**config.mk**
```make
export PLATFORM = sky130hd
export DESIGN_NAME = lbs_cell
export DESIGN_NICKNAME = d
export VERILOG_FILES = /design/src/lbs_pkg.sv /design/src/lbs_cell.sv
export SDC_FILE = /design/constraint.sdc
export NUM_CORES = 1
export LEC_CHECK = 0
export BUFFER_PORTS_ARGS = -buffer_cell sky130_fd_sc_hd__buf_2
export CORE_MARGIN = 4
export CORE_UTILIZATION = 32
export DETAILED_ROUTE_END_ITERATION = 10
export PLACE_DENSITY = 0.65
export SYNTH_ARGS = -nofsm -noshare
export SYNTH_HDL_FRONTEND = slang
export SYNTH_SLANG_ARGS = --single-unit
```
**constraint.sdc**
```tcl
create_clock -name aclk -period 3.5 [get_ports aclk]
set_clock_uncertainty 0.1 [all_clocks]
set_input_delay 0.7 -clock aclk [delete_from_list [all_inputs] [get_ports aclk]]
set_output_delay 0.7 -clock aclk [all_outputs]
set_load 0.02 [all_outputs]
```
**src/lbs_pkg.sv**
```systemverilog
// Shared constants, types and control structs for the longest bitonic subsequence block.
// Used by lbs_cell and by the top level longest_bitonic_subsequence. No dependencies.
package lbs_pkg;

    localparam int MAX_ITEMS = 32;
    localparam int IDX_W     = $clog2(MAX_ITEMS);
    localparam int LEN_W     = $clog2(MAX_ITEMS + 1);
    localparam int SUM_W     = LEN_W + 1;
    localparam int ELEM_W    = 16;
    localparam int TOTAL_W   = 6;
    localparam int DATA_W    = 24;

    typedef enum logic [1:0] {
        PASS_INC,
        PASS_DEC,
        PASS_PEAK
    } pass_t;

    typedef enum logic [3:0] {
        S_LOAD,
        S_INC_GO,
        S_INC_WAIT,
        S_DEC_GO,
        S_DEC_WAIT,
        S_PEAK_GO,
        S_PEAK_WAIT,
        S_MARK,
        S_EMIT_INC,
        S_EMIT_DEC
    } state_t;

    // Token that walks down the row of cells, one cell per cycle.
    typedef struct packed {
        logic                     valid;
        pass_t                    kind;
        logic signed [ELEM_W-1:0] query;
        logic [IDX_W-1:0]         target;
        logic [LEN_W-1:0]         count;
        logic [SUM_W-1:0]         best;
        logic [IDX_W-1:0]         best_idx;
    } tok_t;

    // Writes broadcast from the sequencer; a cell acts when idx selects it.
    typedef struct packed {
        logic                     en_elem;
        logic                     en_inc;
        logic                     en_dec;
        logic                     mark_set;
        logic                     mark_clr;
        logic [IDX_W-1:0]         idx;
        logic signed [ELEM_W-1:0] value;
        logic [LEN_W-1:0]         len;
        logic [IDX_W-1:0]         link;
    } cell_ctl_t;

endpackage

```
**src/lbs_cell.sv**
```systemverilog
// One cell of the row: holds one element with its run lengths and links,
// and updates the passing token. Depends on lbs_pkg.
module lbs_cell (
    input  logic                             aclk,
    input  logic                             aresetn,
    input  logic [lbs_pkg::IDX_W-1:0]        cell_idx,
    input  lbs_pkg::cell_ctl_t               ctl,
    input  lbs_pkg::tok_t                    tok_in,
    output lbs_pkg::tok_t                    tok_out,
    output logic signed [lbs_pkg::ELEM_W-1:0] elem,
    output logic [lbs_pkg::IDX_W-1:0]        pred,
    output logic [lbs_pkg::IDX_W-1:0]        succ,
    output logic                             marked
);

    logic signed [lbs_pkg::ELEM_W-1:0] elem_reg;
    logic [lbs_pkg::LEN_W-1:0]         inc_reg;
    logic [lbs_pkg::LEN_W-1:0]         dec_reg;
    logic [lbs_pkg::IDX_W-1:0]         pred_reg;
    logic [lbs_pkg::IDX_W-1:0]         succ_reg;
    logic                              mark_reg;
    lbs_pkg::tok_t                     tok_reg;
    lbs_pkg::tok_t                     tok_next;
    logic                              sel;
    logic                              in_set;
    logic [lbs_pkg::SUM_W-1:0]         cand_inc;
    logic [lbs_pkg::SUM_W-1:0]         cand_dec;
    logic [lbs_pkg::SUM_W-1:0]         t_sum;

    assign sel      = (ctl.idx == cell_idx);
    assign in_set   = (lbs_pkg::LEN_W'(cell_idx) < tok_in.count);
    assign cand_inc = lbs_pkg::SUM_W'(inc_reg) + lbs_pkg::SUM_W'(1);
    assign cand_dec = lbs_pkg::SUM_W'(dec_reg) + lbs_pkg::SUM_W'(1);
    assign t_sum    = lbs_pkg::SUM_W'(inc_reg) + lbs_pkg::SUM_W'(dec_reg)
                      - lbs_pkg::SUM_W'(1);

    always_comb begin
        tok_next = tok_in;
        if (tok_in.valid) begin
            unique case (tok_in.kind)
                lbs_pkg::PASS_INC: begin
                    if (cell_idx < tok_in.target && tok_in.query > elem_reg
                        && cand_inc > tok_in.best) begin
                        tok_next.best     = cand_inc;
                        tok_next.best_idx = cell_idx;
                    end
                end
                lbs_pkg::PASS_DEC: begin
                    // Ascending walk: a tie goes to the later cell once a link exists.
                    if (cell_idx > tok_in.target && in_set && tok_in.query > elem_reg
                        && (cand_dec > tok_in.best || (cand_dec == tok_in.best
                            && tok_in.best_idx != tok_in.target))) begin
                        tok_next.best     = cand_dec;
                        tok_next.best_idx = cell_idx;
                    end
                end
                lbs_pkg::PASS_PEAK: begin
                    if (in_set && t_sum > tok_in.best) begin
                        tok_next.best     = t_sum;
                        tok_next.best_idx = cell_idx;
                    end
                end
                default: begin
                    tok_next = tok_in;
                end
            endcase
        end
    end

    always_ff @(posedge aclk) begin
        if (!aresetn) begin
            tok_reg  <= '0;
            mark_reg <= 1'b0;
        end else begin
            tok_reg <= tok_next;
            if (ctl.mark_clr) begin
                mark_reg <= 1'b0;
            end else if (ctl.mark_set && sel) begin
                mark_reg <= 1'b1;
            end
        end
    end

    always_ff @(posedge aclk) begin
        if (ctl.en_elem && sel) begin
            elem_reg <= ctl.value;
        end
        if (ctl.en_inc && sel) begin
            inc_reg  <= ctl.len;
            pred_reg <= ctl.link;
        end
        if (ctl.en_dec && sel) begin
            dec_reg  <= ctl.len;
            succ_reg <= ctl.link;
        end
    end

    assign tok_out = tok_reg;
    assign elem    = elem_reg;
    assign pred    = pred_reg;
    assign succ    = succ_reg;
    assign marked  = mark_reg;

endmodule

```
==> results of run 1 <==
metrics by stage:
step	instance area, um2	setup TNS, ns	total power, mW	utilization
floorplan	4550	-0.0848	1.30	-
global placement	5740	-0.244	1.46	0.415
detailed placement	5740	-1.86	1.48	0.415
CTS	6180	-0.872	2.44	0.447
global route	6230	-3.26	2.54	0.451
finish	6230	-0.680	2.41	0.451
critical path: cells and delay by family, from the launching register on:
family / cells / cell delay, ns
AND/OR/NAND/NOR: 6 / 1.28
adder cells (fa/ha/maj): 3 / 1.00
AO/OA/AOI/OAI: 3 / 0.46
buffers and inverters: 3 / 0.23
XOR/XNOR: 1 / 0.18
flip-flops: 1 / 0.36
power breakdown:
part	internal [mW]	total [mW]	switching, mW
Sequential	1.03	1.04	0.0106
Clock	0.570	0.926	0.356
Combinational	0.203	0.446	0.244
cell families after synthesis:
group | after synthesis
xor+xnor | 22
buf+inv | 68
simple gates | 126
mux | 6
fa+ha+maj | 60
flops | 81
compound gates | 74
layout make-up:
cell class | count | area [um2] | area share
inverters | 59 | 224 | 0.0360
flip-flops and latches | 81 | 2000 | 0.321
multi-input cells | 288 | 2350 | 0.378
repair buffers | 198 | 1120 | 0.181
clock buffers | 11 | 243 | 0.0390
well taps | 180 | 225 | 0.0362
clock inverters | 5 | 56.3 | 0.00904
layer usage:
| metal | global-route usage | vias to the layer above | wire, um |
|---|---|---|---|
| li1 | - | 1942 | - |
| met3 | 0.0505 | 20 | 1060 |
| met1 | 0.180 | 1786 | 5160 |
| met5 | 0 | - | 0 |
| met2 | 0.276 | 154 | 6170 |
| met4 | 0.0562 | 0 | 261 |
worst max path at each step:
stage	slack, ns	cells after the start	to
after floorplan	-0.08	16	tok_out[11]
after global placement	-0.11	16	tok_out[11]
after detailed placement	-0.27	16	tok_out[11]
after CTS	-0.22	17	tok_out[11]
after global routing	-0.41	17	tok_out[11]
final	-0.22	16	tok_out[11]
Yosys cell counts, types with 5 or more instances:
master / instances
edfxtp_1: 38
nor2_1: 8
o21ai_0: 5
nand2_1: 28
clkbuf_1: 7
nand4_1: 8
inv_1: 59
nand3_1: 18
a21o_1: 7
a21oi_1: 19
xor2_1: 10
and2_1: 34
mux2i_1: 6
xnor2_1: 12
nor3_1: 8
dfxtp_1: 43
ha_1: 59
placed cells by master (no fill, tap or decap), drive strengths merged, types with 4 or more instances in the layout:
cell,netlist,routed
dfxtp,43,43
nand3,18,18
a21oi,20,20
buf,2,198
and2,34,34
a21o,7,7
clkbuf,7,11
nand4,9,9
nor2,8,8
ha,59,59
nand2,28,28
o21ai,6,6
edfxtp,38,38
mux2i,6,6
nor2b,4,4
a211oi,5,5
xnor2,12,12
nor3,8,8
inv,59,59
and3,4,4
xor2,10,10
o211ai,4,4
a31oi,4,4
repair_timing:
item	4_1_cts	5_1_grt
pin swaps	12	10
gates cloned	0	0
endpoints found under the setup margin	11	12
buffers inserted	14	1
resized for setup	10	11
==> results.yml, run 1 <==
clock_network:
  htreeDepth: 3
  ctsHoldBuffers: 0
  insertion_delay_ns: 0.34
  clock_path_buffers: 2
  cts_root_buffer: "clkbuf_16"
  cts.clk_slew.worst_paths_ns: 0.06
  numClockSinks: 81
  tritoncts: "yes"
  cts_buffers: 9
final_layout:
  nets: 783
  largest_reg_flops: 42
  area_delta_synth_final_pct: 38.0
  fill_cells: 1319
  layout.cells.non_filler: 822
  n_antenna_cell: 0
  drive_above_1_share: 0.377
yosys:
  syn-instance-count: 437
  synthAdderAreaFrac: 0.168
  synth_top_family_by_area: "adder cells"
  synth_ff_type: "dfxtp_1"
  synth_edf_count: 38
  ys_ff_latch: 81
  synth.distinct_cells: 61
  synth_largest_area_cell: "edfxtp_1"
  syn_avg_cell_area_um2: 10.3
  yosys_warnings: 0
  seq_area_frac_synth: 0.443
  synth_mux_area_frac: 0.0133
  synthTopCellsByArea: "edfxtp_1 25%, dfxtp_1 19%, ha_1 16%, inv_1 4.9%, and2_1 4.7%"
  synth_simple_gate_area_frac: 0.155
  synthesis.nets: 583
  syn_area_mm2: 0.00451
  synth_top_cell_area_share: 0.253
  synth_xor_area_frac: 0.0427
  async_flop_share: 0
  synth_compound_area_frac: 0.119
setup_path:
  r2r_start: "inc_reg[2]"
  crit_path_top_delay_cell: "or4_1"
  reg2regPathDepth: 16
  critPathMostFrequentCell: "nor2_1"
  setup.worst_path.end_class: "flip-flop"
  rrSetupSlack_ns: -0.22
  cp_data_required_time_ns: 3.63
  crit_type: "reg2reg"
  slowest_delay_ns: 0.50
  worstReg2RegEnd: "tok_out[11]"
  cp.arrival_ns: 3.84
  critPathLaunch: "inc_reg[2]"
  path_cells: "inv_2 -> ha_4 -> inv_4 -> buf_4 -> fa_2 -> a21oi_2 -> nor2_1 -> nor2_1 -> xnor2_1 -> ha_2 -> nand3_1 -> o22ai_1 -> or3_4 -> nor2b_4 -> or4_1 -> a32o_1"
  cp_max_fo: 3
  start_kind: "flip-flop"
flow_run:
  cap_violations: 0
timing:
  hold_violations: 0
  finalCritPeriodShare: 1.06
  rsz0062_at_grt: "yes"
  min_period_ns: 3.72
  fmax_ghz: 0.269
  drv_slew: 0
  setup_ws_ns: -0.219
  setup_viol: 9
  slew_headroom: 0.603
  tightestPinTransition_ns: 0.590
  hold_slack_ns: 0.417
grt:
  antenna_found_initial: 0
  grt_max_degree: 32
  grt_pass1_vias: 4139
  grt_usage: 0.158
  grt_pass1_wl_mm: 20.2
  globalRouteOverflowTotal: 0
route:
  ant_nets: 0
  drtIter0Drc: 139
  dr.pass1.iters: 4
  wl_per_cell_um: 15.4
  drcViolationCount: 0
  vias: 3902
  wl_mm: 12.7
  vias_per_cell: 4.75
power:
  leakage_nw: 2.99
  power_density_mw_per_mm2: 387
  vdd_drop_max_mv: 0.284
die:
  rows: 43
  die_x_um: 127
  start_util: 0.326
  top_level_ports: 155
  fp.coreArea_mm2: 0.0138
  die_height_um: 127
  die_area_mm2: 0.0161
run_status:
  violations: "negative setup slack"
  status: "finished with violations"
placed_design:
  place_ws_ns: -0.270
  place_inst: 791
  port_buffers: 154
  dpl.hpwl_mm: 10.4
  routabilityCongestion: 1.02
min_path:
  hp-class: "in2reg"
  min_from: "ctl[32]"
  whs_path_depth: 2
  hold_path_end: "marked"
Note: power is estimated with default switching activity, not from simulation.
==> run 2, diff against run 1 <==
RECOVER_POWER = 100   (was not set)
==> results.yml, run 2 (synthesized netlist as in run 1, its figures left out) <==
run_status:
  status: "finished with violations"
  violations: "negative setup slack"
placed_design:
  place_inst: 791
  place_ws_ns: -0.270
  dpl.hpwl_mm: 10.4
  routabilityCongestion: 1.02
  port_buffers: 154
grt:
  grt_pass1_wl_mm: 20.2
  grt_usage: 0.158
  grt_pass1_vias: 4139
  antenna_found_initial: 0
  grt_max_degree: 32
  globalRouteOverflowTotal: 0
timing:
  slew_headroom: 0.347
  finalCritPeriodShare: 1.06
  setup_ws_ns: -0.217
  tightestPinTransition_ns: 0.980
  fmax_ghz: 0.269
  hold_violations: 0
  fin_setup_tns_ns: -0.671
  rsz0062_at_grt: "yes"
  setup_viol: 9
  drv_slew: 0
  min_period_ns: 3.72
min_path:
  whs_path_depth: 2
  min_from: "ctl[32]"
  hp-class: "in2reg"
  hold_path_end: "marked"
setup_path:
  reg2regPathDepth: 16
  setup.worst_path.end_class: "flip-flop"
  path_cells: "inv_1 -> ha_1 -> inv_1 -> ha_2 -> fa_2 -> a21oi_2 -> nor2_1 -> nor2_1 -> xnor2_1 -> ha_2 -> nand3_1 -> o22ai_1 -> or3_4 -> nor2b_4 -> or4_1 -> a32o_1"
  crit_type: "reg2reg"
  crit_path_top_delay_cell: "or4_1"
  rrSetupSlack_ns: -0.22
  cp.arrival_ns: 3.84
  start_kind: "flip-flop"
  r2r_start: "inc_reg[1]"
  cp_data_required_time_ns: 3.62
  worstReg2RegEnd: "tok_out[11]"
  cp_max_fo: 3
  slowest_delay_ns: 0.50
route:
  wl_mm: 12.7
  vias_per_cell: 4.74
  drcViolationCount: 0
  vias: 3898
  ant_nets: 0
  drtIter0Drc: 147
  dr.pass1.iters: 4
  wl_per_cell_um: 15.5
power:
  power_density_mw_per_mm2: 392
  leakage_nw: 2.72
  vdd_drop_max_mv: 0.281
  seqPwrFrac: 0.434
  clkPwrFrac: 0.385
  p_comb_frac: 0.181
  switching_share: 0.254
  internal_power_mw: 1.79
  power_switching_mw: 0.610
  total_power_mw: 2.40
clock_network:
  cts_buffers: 9
  insertion_delay_ns: 0.34
  cts.clk_slew.worst_paths_ns: 0.06
  numClockSinks: 81
  cts_root_buffer: "clkbuf_16"
  ctsHoldBuffers: 0
  tritoncts: "yes"
  htreeDepth: 3
  clock_path_buffers: 2
final_layout:
  n_antenna_cell: 0
  regArea_mm2: 0.00200
  nets: 783
  layout_common_cells: "80 x clkbuf_1, 77 x buf_2, 55 x inv_1, 55 x ha_1, 43 x dfxtp_1"
  final_core_util: 0.443
  layout.cells.non_filler: 822
  layout_commonest_cell: "clkbuf_1"
  fill_cells: 1365
  area_delta_synth_final_pct: 35.7
  drive_above_1_share: 0.254
  multi_input_area_mm2: 0.00235
  largest_reg_flops: 42
die:
  die_area_mm2: 0.0161
  top_level_ports: 155
  start_util: 0.326
  fp.coreArea_mm2: 0.0138
  rows: 43
  die_x_um: 127
  die_height_um: 127
flow_run:
  cap_violations: 0
[run 2: changes by cell type in the layout (fill, tap and decap cells not counted)]
cell | before | now
buf_4 | 40 | 38
clkbuf_1 | 1 | 80
and2_0 | 0 | 17
buf_2 | 154 | 77
and2_1 | 34 | 17
[run 2: metrics by stage]
| step | cell area (um2) | hold WS [ns] |
|---|---|---|
| floorplan | 4550 | 0.480 |
| global placement | 5740 | 0.394 |
| detailed placement | 5740 | 0.414 |
| CTS | 6180 | 0.399 |
| global route | 6130 | 0.404 |
| finish | 6130 | 0.420 |
[run 2: layer usage]
layer  global-route usage  part of all wire  up-vias
li1                     -                 -     1942
met1                0.180              0.41     1793
met2                0.276              0.49      143
met3               0.0505             0.081       20
met4               0.0562             0.021        0
met5                    0                 0        -
[run 2: power by group through the flow]
stage,registers (mW),clock network [mW],logic [mW]
2_1_floorplan,1.11,0,0.195
3_3_place_gp,1.06,0,0.404
3_5_place_dp,1.06,0,0.417
4_1_cts,1.04,0.962,0.439
5_1_grt,1.05,1.00,0.484
6_report,1.04,0.924,0.435
[run 2: what timing repair did]
item,in CTS,in global routing
setup buffers,14,1
gates resized for setup,10,11
pin swaps,12,10
hold endpoints to repair,0,0
endpoints found under the setup margin,11,12
[run 2: critical path, delay by kind of cell (launching register included)]
kind | cells | cell delay, ns
DFF | 1 | 0.34
AOI/OAI and AO/OA | 3 | 0.46
adders and majority gates | 4 | 1.15
buffers and inverters | 2 | 0.10
xor gates and xnor gates | 1 | 0.18
and+or+nand+nor | 6 | 1.28
[run 2: worst max path at each step]
stage / from / to / cells past startpoint
final: inc_reg[1] / tok_out[11] / 16
after global routing: inc_reg[1] / tok_out[11] / 17
after detailed placement: inc_reg[1] / tok_out[11] / 16
after floorplan: dec_reg[2] / tok_out[11] / 16
after global placement: inc_reg[1] / tok_out[11] / 16
after CTS: inc_reg[2] / tok_out[11] / 17
[run 2: area by class of cell]
cell class,instances,area share
Inverter,59,0.0366
Sequential cell,81,0.327
Timing Repair Buffer,198,0.167
Clock buffer,11,0.0396
Clock inverter,5,0.00919
Multi-Input combinational cell,288,0.384
Tap cell,180,0.0368
